## src/rtl/core/lfrr_pkg.sv

```systemverilog
// shared types, constants and defaults of the length framed receiver with frame ring
package lfrr_pkg;

  // default sizes handed to the top level parameters
  localparam int RING_SLOTS_DEF  = 4;
  localparam int FRAME_BYTES_DEF = 64;

  // field widths fixed by the item format
  localparam int BYTE_W     = 8;
  localparam int OVH_W      = 7;
  localparam int SUM_W      = 17;
  localparam int CFG_IDX_W  = 2;
  localparam int HDR_BYTES  = 4;
  localparam int HDR_IDX_W  = 2;

  // configuration register indexes
  localparam logic [CFG_IDX_W-1:0] CFG_START_BYTE = 2'd0;
  localparam logic [CFG_IDX_W-1:0] CFG_END_BYTE   = 2'd1;
  localparam logic [CFG_IDX_W-1:0] CFG_OVERHEAD   = 2'd2;

  // configuration reset values
  localparam logic [BYTE_W-1:0] START_BYTE_RST = 8'hAA;
  localparam logic [BYTE_W-1:0] END_BYTE_RST   = 8'h55;
  localparam logic [OVH_W-1:0]  OVERHEAD_RST   = 7'd6;

  // input item kinds
  localparam logic ACT_RECEIVE = 1'b0;
  localparam logic ACT_TAKE    = 1'b1;

  // controller states
  typedef enum logic [1:0] {
    ST_IDLE,
    ST_FETCH,
    ST_SEND
  } ctrl_state_t;

  // controller to datapath commands
  typedef struct packed {
    logic rx_en;
    logic take_start;
    logic fetch;
    logic next_byte;
    logic finish;
  } dp_cmd_t;

  // datapath to controller status
  typedef struct packed {
    logic ring_empty;
    logic send_last;
  } dp_sts_t;

endpackage

```

## src/rtl/core/length_framed_rx_ring_core.sv

```systemverilog
// top level of the length framed receiver with a ring of completed frames
// Usage: received bytes and take requests enter on the in_ stream channel. in_tuser
// selects the item kind: 0 delivers the byte in in_tdata, 1 asks for the oldest
// stored frame. A receive item gives no result, and the block stays ready for the
// next item. A take item gives one result per frame byte on the out_ channel, with
// out_tlast on the final byte and the frame length beside every byte; an empty ring
// gives one result with out_tuser low and out_tlast high. Each frame byte is first
// read from the ring memory with a registered read in the fetch state and then held
// in the send state; an empty take goes straight to the send state. While results
// are pending in_tready is low; a stall on out_tready simply holds the current
// result and the block waits. Configuration writes on the cfg_ channel are always
// ready and take effect at the next cycle. Reset clears the frame state and the ring
// pointers and restores the register defaults; memory contents are left as they are
// and are never read before being written.
module length_framed_rx_ring_core #(
  parameter int RING_SLOTS  = lfrr_pkg::RING_SLOTS_DEF,
  parameter int FRAME_BYTES = lfrr_pkg::FRAME_BYTES_DEF,
  parameter int LEN_W       = $clog2(FRAME_BYTES + 1),
  parameter int OUT_DATA_W  = ((lfrr_pkg::BYTE_W + LEN_W + 7) / 8) * 8
) (
  input  logic                           clk,
  input  logic                           rst_n,
  // input item channel
  input  logic                           in_tvalid,
  output logic                           in_tready,
  input  logic [lfrr_pkg::BYTE_W-1:0]    in_tdata,   // [7:0] rx_byte
  input  logic                           in_tuser,   // [0] action
  // result channel
  output logic                           out_tvalid,
  input  logic                           out_tready,
  output logic [OUT_DATA_W-1:0]          out_tdata,  // [7:0] frame_byte, then frame_length
  output logic                           out_tuser,  // [0] frame_present
  output logic                           out_tlast,  // last_byte
  // configuration write channel
  input  logic                           cfg_valid,
  output logic                           cfg_ready,
  input  logic [lfrr_pkg::CFG_IDX_W-1:0] cfg_index,
  input  logic [lfrr_pkg::BYTE_W-1:0]    cfg_data
);

  lfrr_pkg::dp_cmd_t            cmd;
  lfrr_pkg::dp_sts_t            sts;
  logic [lfrr_pkg::BYTE_W-1:0]  frame_byte;
  logic [LEN_W-1:0]             frame_length;

  // configuration is accepted every cycle
  assign cfg_ready = 1'b1;

  lfrr_ctrl u_ctrl (
    .clk        (clk),
    .rst_n      (rst_n),
    .in_tvalid  (in_tvalid),
    .in_tready  (in_tready),
    .in_action  (in_tuser),
    .out_tvalid (out_tvalid),
    .out_tready (out_tready),
    .sts        (sts),
    .cmd        (cmd)
  );

  lfrr_dp #(
    .RING_SLOTS  (RING_SLOTS),
    .FRAME_BYTES (FRAME_BYTES),
    .LEN_W       (LEN_W)
  ) u_dp (
    .clk           (clk),
    .rst_n         (rst_n),
    .cfg_we        (cfg_valid && cfg_ready),
    .cfg_index     (cfg_index),
    .cfg_data      (cfg_data),
    .rx_byte       (in_tdata),
    .cmd           (cmd),
    .sts           (sts),
    .frame_present (out_tuser),
    .frame_byte    (frame_byte),
    .frame_length  (frame_length),
    .last_byte     (out_tlast)
  );

  // result packing, zero padded to whole bytes
  assign out_tdata = OUT_DATA_W'({frame_length, frame_byte});

`ifndef SYNTHESIS
  // input and result sides are never open together
  a_excl_sides: assert property (@(posedge clk) disable iff (!rst_n)
    !(in_tready && out_tvalid))
    else $error("input ready while a result is pending");

  // a take on an empty ring answers next cycle with a single no-frame result
  a_empty_take: assert property (@(posedge clk) disable iff (!rst_n)
    (in_tvalid && in_tready && (in_tuser == lfrr_pkg::ACT_TAKE) && sts.ring_empty)
    |=> (out_tvalid && !out_tuser && out_tlast))
    else $error("empty take did not give a single no-frame result");

  // a non-final frame byte is followed by a fetch state and then the next byte
  a_fetch_gap: assert property (@(posedge clk) disable iff (!rst_n)
    (out_tvalid && out_tready && !out_tlast) |=> (!out_tvalid ##1 out_tvalid))
    else $error("frame byte sequence broke off");
`endif

endmodule

```

## src/rtl/core/lfrr_ctrl.sv

```systemverilog
// controller state machine: input acceptance, byte fetch and result handshake
module lfrr_ctrl (
  input  logic              clk,
  input  logic              rst_n,
  input  logic              in_tvalid,
  output logic              in_tready,
  input  logic              in_action,
  output logic              out_tvalid,
  input  logic              out_tready,
  input  lfrr_pkg::dp_sts_t sts,
  output lfrr_pkg::dp_cmd_t cmd
);

  lfrr_pkg::ctrl_state_t state_r, state_nxt;
  logic in_fire;
  logic out_fire;

  assign in_fire  = in_tvalid && in_tready;
  assign out_fire = out_tvalid && out_tready;

  // state register
  always_ff @(posedge clk) begin
    if (!rst_n) begin
      state_r <= lfrr_pkg::ST_IDLE;
    end else begin
      state_r <= state_nxt;
    end
  end

  // next state
  always_comb begin
    state_nxt = state_r;
    unique case (state_r)
      lfrr_pkg::ST_IDLE: begin
        if (in_fire && (in_action == lfrr_pkg::ACT_TAKE)) begin
          state_nxt = sts.ring_empty ? lfrr_pkg::ST_SEND : lfrr_pkg::ST_FETCH;
        end
      end
      lfrr_pkg::ST_FETCH: begin
        state_nxt = lfrr_pkg::ST_SEND;
      end
      lfrr_pkg::ST_SEND: begin
        if (out_fire) begin
          state_nxt = sts.send_last ? lfrr_pkg::ST_IDLE : lfrr_pkg::ST_FETCH;
        end
      end
      default: begin
        state_nxt = lfrr_pkg::ST_IDLE;
      end
    endcase
  end

  // outputs and datapath commands
  always_comb begin
    in_tready      = 1'b0;
    out_tvalid     = 1'b0;
    cmd            = '0;
    unique case (state_r)
      lfrr_pkg::ST_IDLE: begin
        in_tready      = 1'b1;
        cmd.rx_en      = in_fire && (in_action == lfrr_pkg::ACT_RECEIVE);
        cmd.take_start = in_fire && (in_action == lfrr_pkg::ACT_TAKE);
      end
      lfrr_pkg::ST_FETCH: begin
        cmd.fetch = 1'b1;
      end
      lfrr_pkg::ST_SEND: begin
        out_tvalid     = 1'b1;
        cmd.next_byte  = out_fire && !sts.send_last;
        cmd.finish     = out_fire && sts.send_last;
      end
      default: begin
        in_tready = 1'b0;
      end
    endcase
  end

endmodule

```

## src/rtl/core/lfrr_dp.sv

```systemverilog
// datapath: configuration registers, frame assembly, ring memory and take readout
module lfrr_dp #(
  parameter int RING_SLOTS  = lfrr_pkg::RING_SLOTS_DEF,
  parameter int FRAME_BYTES = lfrr_pkg::FRAME_BYTES_DEF,
  parameter int LEN_W       = $clog2(FRAME_BYTES + 1)
) (
  input  logic                           clk,
  input  logic                           rst_n,
  input  logic                           cfg_we,
  input  logic [lfrr_pkg::CFG_IDX_W-1:0] cfg_index,
  input  logic [lfrr_pkg::BYTE_W-1:0]    cfg_data,
  input  logic [lfrr_pkg::BYTE_W-1:0]    rx_byte,
  input  lfrr_pkg::dp_cmd_t              cmd,
  output lfrr_pkg::dp_sts_t              sts,
  output logic                           frame_present,
  output logic [lfrr_pkg::BYTE_W-1:0]    frame_byte,
  output logic [LEN_W-1:0]               frame_length,
  output logic                           last_byte
);

  localparam int SLOT_W = (RING_SLOTS > 1) ? $clog2(RING_SLOTS) : 1;
  localparam int IDX_W  = $clog2(FRAME_BYTES);
  localparam int DEPTH  = RING_SLOTS * FRAME_BYTES;
  localparam int ADDR_W = $clog2(DEPTH);
  localparam logic [SLOT_W-1:0] LAST_SLOT = SLOT_W'(RING_SLOTS - 1);

  // configuration registers
  logic [lfrr_pkg::BYTE_W-1:0] start_byte_r;
  logic [lfrr_pkg::BYTE_W-1:0] end_byte_r;
  logic [lfrr_pkg::OVH_W-1:0]  overhead_r;

  // assembly control
  logic                         in_frame_r;
  logic [LEN_W-1:0]             count_r;
  logic [LEN_W-1:0]             exp_r;
  logic [lfrr_pkg::BYTE_W-1:0]  hdr_r [lfrr_pkg::HDR_BYTES];
  logic [SLOT_W-1:0]            ws_r;
  logic [SLOT_W-1:0]            rs_r;
  logic [LEN_W-1:0]             len_r [RING_SLOTS];

  // ring memory and readout
  logic [lfrr_pkg::BYTE_W-1:0]  ring_mem [DEPTH];
  logic [lfrr_pkg::BYTE_W-1:0]  rdata_r;
  logic [IDX_W-1:0]             rd_idx_r;
  logic                         present_r;

  // receive decode
  logic                         open_frame;
  logic                         abandon_full;
  logic                         take_byte;
  logic [LEN_W-1:0]             cnt_n;
  logic [lfrr_pkg::SUM_W-1:0]   total_sum;
  logic                         at_len;
  logic                         closing;
  logic [lfrr_pkg::HDR_IDX_W-1:0] end_idx;
  logic [lfrr_pkg::BYTE_W-1:0]  end_sel;
  logic                         store;
  logic [SLOT_W-1:0]            ws_inc;
  logic [SLOT_W-1:0]            rs_inc;
  logic                         mem_we;
  logic [IDX_W-1:0]             wr_idx;
  logic [ADDR_W-1:0]            wr_addr;
  logic [ADDR_W-1:0]            rd_addr;
  logic [LEN_W-1:0]             cur_len;

  // slot increments with wrap
  assign ws_inc = (ws_r == LAST_SLOT) ? '0 : SLOT_W'(ws_r + 1'b1);
  assign rs_inc = (rs_r == LAST_SLOT) ? '0 : SLOT_W'(rs_r + 1'b1);

  // receive path decode
  assign open_frame   = cmd.rx_en && !in_frame_r && (rx_byte == start_byte_r);
  assign abandon_full = cmd.rx_en && in_frame_r && (count_r >= LEN_W'(FRAME_BYTES));
  assign take_byte    = cmd.rx_en && in_frame_r && !(count_r >= LEN_W'(FRAME_BYTES));
  assign cnt_n        = LEN_W'(count_r + 1'b1);
  assign total_sum    = lfrr_pkg::SUM_W'(overhead_r)
                      + lfrr_pkg::SUM_W'({rx_byte, hdr_r[2]});
  assign at_len       = (cnt_n == LEN_W'(lfrr_pkg::HDR_BYTES));
  assign closing      = take_byte && !at_len && (exp_r != '0) && (cnt_n >= exp_r);
  assign end_idx      = lfrr_pkg::HDR_IDX_W'(exp_r - 1'b1);
  assign end_sel      = (exp_r == cnt_n) ? rx_byte : hdr_r[end_idx];
  assign store        = closing && (end_sel == end_byte_r);

  // memory addressing: the free slot at ws_r doubles as the assembly buffer
  assign mem_we  = open_frame || take_byte;
  assign wr_idx  = open_frame ? '0 : count_r[IDX_W-1:0];
  assign wr_addr = ADDR_W'(ADDR_W'(ws_r) * ADDR_W'(FRAME_BYTES) + ADDR_W'(wr_idx));
  assign rd_addr = ADDR_W'(ADDR_W'(rs_r) * ADDR_W'(FRAME_BYTES) + ADDR_W'(rd_idx_r));

  // configuration writes
  always_ff @(posedge clk) begin
    if (!rst_n) begin
      start_byte_r <= lfrr_pkg::START_BYTE_RST;
      end_byte_r   <= lfrr_pkg::END_BYTE_RST;
      overhead_r   <= lfrr_pkg::OVERHEAD_RST;
    end else if (cfg_we) begin
      unique case (cfg_index)
        lfrr_pkg::CFG_START_BYTE: start_byte_r <= cfg_data;
        lfrr_pkg::CFG_END_BYTE:   end_byte_r   <= cfg_data;
        lfrr_pkg::CFG_OVERHEAD:   overhead_r   <= cfg_data[lfrr_pkg::OVH_W-1:0];
        default: begin
          start_byte_r <= start_byte_r;
        end
      endcase
    end
  end

  // frame assembly control and slot pointers
  always_ff @(posedge clk) begin
    if (!rst_n) begin
      in_frame_r <= 1'b0;
      count_r    <= '0;
      exp_r      <= '0;
      ws_r       <= '0;
      rs_r       <= '0;
    end else begin
      if (open_frame) begin
        in_frame_r <= 1'b1;
        exp_r      <= '0;
        count_r    <= LEN_W'(1);
      end else if (abandon_full) begin
        in_frame_r <= 1'b0;
      end else if (take_byte) begin
        count_r <= cnt_n;
        if (at_len) begin
          exp_r <= LEN_W'(total_sum);
          if (total_sum > lfrr_pkg::SUM_W'(FRAME_BYTES)) begin
            in_frame_r <= 1'b0;
          end
        end else if (closing) begin
          in_frame_r <= 1'b0;
        end
      end
      // commit a good frame, dropping the oldest when the ring fills
      if (store) begin
        ws_r <= ws_inc;
        if (ws_inc == rs_r) begin
          rs_r <= rs_inc;
        end
      end else if (cmd.finish && present_r) begin
        rs_r <= rs_inc;
      end
    end
  end

  // header byte copies and stored frame lengths
  always_ff @(posedge clk) begin
    if (open_frame) begin
      hdr_r[0] <= rx_byte;
    end else if (take_byte && (count_r < LEN_W'(lfrr_pkg::HDR_BYTES))) begin
      hdr_r[count_r[lfrr_pkg::HDR_IDX_W-1:0]] <= rx_byte;
    end
    if (store) begin
      len_r[ws_r] <= cnt_n;
    end
  end

  // ring memory write and registered read
  always_ff @(posedge clk) begin
    if (mem_we) begin
      ring_mem[wr_addr] <= rx_byte;
    end
    if (cmd.fetch) begin
      rdata_r <= ring_mem[rd_addr];
    end
  end

  // take readout position
  always_ff @(posedge clk) begin
    if (!rst_n) begin
      present_r <= 1'b0;
      rd_idx_r  <= '0;
    end else if (cmd.take_start) begin
      present_r <= (rs_r != ws_r);
      rd_idx_r  <= '0;
    end else if (cmd.next_byte) begin
      rd_idx_r <= IDX_W'(rd_idx_r + 1'b1);
    end
  end

  // result fields
  assign cur_len       = len_r[rs_r];
  assign frame_present = present_r;
  assign frame_byte    = present_r ? rdata_r : '0;
  assign frame_length  = present_r ? cur_len : '0;
  assign last_byte     = present_r ? ((LEN_W'(rd_idx_r) + LEN_W'(1)) == cur_len) : 1'b1;

  // status to the controller
  assign sts.ring_empty = (rs_r == ws_r);
  assign sts.send_last  = last_byte;

endmodule

```

## config.mk

```make
export PLATFORM = sky130hd
export DESIGN_NAME = length_framed_rx_ring_core
export DESIGN_NICKNAME = d
export VERILOG_FILES = /design/src/rtl/core/lfrr_pkg.sv /design/src/rtl/core/length_framed_rx_ring_core.sv /design/src/rtl/core/lfrr_ctrl.sv /design/src/rtl/core/lfrr_dp.sv
export SDC_FILE = /design/constraint.sdc
export NUM_CORES = 2
export LEC_CHECK = 0
export BUFFER_PORTS_ARGS = -buffer_cell sky130_fd_sc_hd__buf_2
export CORE_ASPECT_RATIO = 2
export CORE_UTILIZATION = 35
export DETAILED_ROUTE_END_ITERATION = 10
export GPL_TIMING_DRIVEN = 0
export REMOVE_ABC_BUFFERS = 1
export SLEW_MARGIN = 10
export SYNTH_ARGS = -nofsm -noshare
export SYNTH_HDL_FRONTEND = slang
export SYNTH_SLANG_ARGS = --single-unit
```

## constraint.sdc

```tcl
create_clock -name clk -period 5.2 [get_ports clk]
set_input_delay 0.78 -clock clk [delete_from_list [all_inputs] [get_ports clk]]
set_output_delay 0.78 -clock clk [all_outputs]
set_load 0.03 [all_outputs]
```

==> flow_summary.toml <==
[status]
status = "completed"

[floorplan]
rows = 254
die_x_um = 349
die_area_um2 = 243000
top_level_ports = 45
fp.coreArea_um2 = 239000
chipHeight_um = 696
start_util_pct = 35.2

[clock_tree]
cts_buffers = 178
numClockSinks = 2169
insertion_delay_ns = 0.82
hold_buffers = 0
tritoncts = "built"
htree_levels = 4
cts-root-buf = "clkbuf_16"
clk_path_buf_depth = 4
clk_pin_slew_ns = 0.07

[placed_design]
place_hpwl_mm = 125
dp_cells = 7079
port_buffers = 42
place_congestion = 0.815

[power_and_ir_drop]
finalPower_uw = 32900
p_leak_uw = 0.0282
internal_power_uw = 26400
clkPwrFrac_pct = 40.3
p_comb_share_pct = 1.4
p_per_area_nw_per_um2 = 347
vdd_ir_drop_max_mv = 0.218
switchingPower_uw = 6490
switching_share_pct = 19.7
seqPwrFrac_pct = 58.2

[global_routing]
antenna_found_initial = 4
grtUsageMet3_pct = 1.70
use_met1_pct = 17.7
grt_max_degree = 153
grtUsageTotal_pct = 16.1
busiest_layer = "met2"
grt_pass1_wl_mm = 287
grt_pass1_vias = 41792
overflow = 0
grt.met2_usage_pct = 30.2

[critical_path]
r2r_cells = 10
critPathMaxFanout = 34
required_ns = 5.69
timing.rr.end = "u_dp.rdata_r[1]"
startpoint_type = "flip-flop"
reg2reg_slack_ns = 0.25
crit_type = "reg -> reg"
arrival_ns = 5.44
timing.rr.start = "u_dp.rd_idx_r[0]"
cp-end-kind = "flip-flop"

[layout]
multiInputGateArea_um2 = 18700
finalNonFillerCells = 7395
n_fill_cell = 21003
final_layout_size_suffix_gt1_share_pct = 22.5
area_growth_pct = 12.7
final_util_pct = 39.6
ff_latch_area_um2 = 64600
nets = 4108

[sta]
post-route-period-util_pct = 95.2
worst_slew_pin_slew_ns = 1.23
fmax_mhz = 202
setup_viol = 0
drv_slew = 0
finalHoldViolations = 0
skew_ns = 0.0350
grt_setup_unrepaired = "false"
slew_headroom_pct = 18.0
layout_min_cycle_time_ns = 4.95
timing.hold.ws_ns = 0.204

[logic_synthesis]
synthArstFlopShare_pct = 0
synth_edf_count = 2116
synth.distinct_cells = 67
netlist_instances = 4008
syn_avg_cell_area_um2 = 21.0
synth.largest_area_cell = "edfxtp_1"
synth_flop_cell = "edfxtp_1"
ys_ff_latch = 2169
yosysMostFrequentCell = "edfxtp_1"
yosysSeqAreaShare_pct = 76.7
synth_warnings = 0
netlist.area_leader.share_pct = 75.5
synth.top_cells.by_area = "edfxtp_1, mux4_2, nor2_1"
syn_area_um2 = 84200
synth_common_cells = "edfxtp_1, mux4_2, nor2_1, clkbuf_1, a22oi_1"

[drt]
ant_nets = 0
first_pass_iters = 5
via_count = 39017
drt_wl_total_mm = 196
viasPerCell = 5.28
drc = 0
post_drt_wl_per_cell_um = 26.6
drt_first_iter_violations = 3049

[min_path]
min_path_cells = 1
hold_end = "u_dp.ring_mem[217][0]"
min_path_type = "in -> reg"
hp-start = "in_tdata[0]"

[flow_run]
maxCapViolCount = 0
-- kinds of logic (layout without fill, tap and decap cells) --
logic type               count (synthesis)  in the layout  share of synthesized area (%)
buffers and inverters                  256            441                           1.26
XOR/XNOR                                50             50                          0.562
multiplexers                           560            560                           14.5
adder cells (fa/ha/maj)                 25             25                          0.380
AO/OA/AOI/OAI                          419            419                           3.77
AND/OR/NAND/NOR                        527            527                           2.78
other                                    2              4                        0.00892
flip-flops                            2169           2169                           76.7
-- flip-flops by register name, indices dropped and copies added (netlist names), 2 cells and up, named ones only --
register / flops
u_ctrl.state_r: 2
u_dp.hdr_r: 32
u_dp.ws_r: 2
u_dp.end_byte_r: 8
u_dp.ring_mem: 2048
u_dp.rdata_r: 8
u_dp.count_r: 7
u_dp.rs_r: 2
u_dp.len_r: 28
u_dp.rd_idx_r: 6
u_dp.start_byte_r: 8
u_dp.overhead_r: 7
u_dp.exp_r: 7
-- worst max-delay path, stage by stage (launching register included) --
cell	delay, ns
dfxtp_4	0.62
buf_16	0.31
buf_16	0.28
buf_16	0.29
buf_16	0.31
buf_16	0.29
mux4_2	0.56
a221oi_1	0.68
o22ai_1	0.22
nor3_2	0.62
o221ai_1	0.33
-- placed cells by master (no fill, tap or decap), types with 11 or more instances in the layout --
cell type,netlist,final
nor3_1,32,22
and3_1,11,11
a22oi_1,136,136
xnor2_1,23,23
buf_16,0,38
inv_1,15,15
mux4_2,522,522
clkinv_1,0,35
buf_12,0,28
nor3_2,1,11
o22ai_1,18,18
bufinv_16,0,14
o221ai_1,24,24
nand2_1,69,52
clkbuf_16,0,182
a221oi_1,64,64
nand2_2,0,17
and2_1,21,19
mux2i_1,33,33
edfxtp_1,2116,2116
nor2_1,314,313
ha_1,24,24
xor2_1,25,25
buf_2,44,34
clkbuf_1,147,27
a22o_1,64,64
a21oi_1,76,76
clkinv_2,0,32
dfxtp_1,53,51
nor2b_1,26,22
-- layer usage --
metal / vias up / routed length (um)
met1: 20708 / 68300
met3: 362 / 8730
li1: 16810 / -
met5: - / 0
met4: 0 / 11200
met2: 1137 / 108000
-- worst max-delay path by stage --
stage                                 end  cells past startpoint  slack [ns]        startpoint
global placement          u_dp.rdata_r[5]                      7      -29.42  u_dp.rd_idx_r[0]
detailed placement  u_dp.ring_mem[204][4]                     10       -0.36       in_tdata[0]
CTS                       u_dp.rdata_r[6]                     10        0.02  u_dp.rd_idx_r[0]
finish                    u_dp.rdata_r[1]                     10        0.25  u_dp.rd_idx_r[0]
floorplan                       out_tlast                      6      -18.89  u_dp.rd_idx_r[0]
global route              u_dp.rdata_r[4]                     10        0.09  u_dp.rd_idx_r[0]
-- cell type report --
type,instances,share of cell area (%)
clock buffer,211,4.94
clock inverter,103,0.946
tap,3200,4.22
inverter,15,0.0594
sequential,2169,68.1
antenna,2,0.00528
timing repair buffer,112,2.03
multi-input combinational,1583,19.7
-- power by group through the flow --
stage          sequential (uW)  combinational [uW]  clock [uW]
4_1_cts                  19200                 477       13600
5_1_grt                  19200                 505       14100
3_5_place_dp             19600                 476           0
3_3_place_gp             19600                 465           0
2_1_floorplan            19600                 154           0
6_report                 19200                 464       13300
-- through the flow --
| stage | TNS [ns] | area [um^2] | setup slack [ns] |
|---|---|---|---|
| floorplan | -362.10 | 83200 | -18.89 |
| global placement | -5699.28 | 87400 | -29.42 |
| detailed placement | -233.41 | 89200 | -0.364 |
| CTS | 0 | 94800 | 0.0172 |
| global route | 0 | 94800 | 0.0907 |
| finish | 0 | 94800 | 0.252 |
-- timing repair --
action,CTS,global route
endpoints found under the hold margin,0,0
endpoints found under the setup margin,6,1
buffers inserted,0,0
gates resized for setup,6,1
No activity file was read; power rests on OpenSTA's default activity.
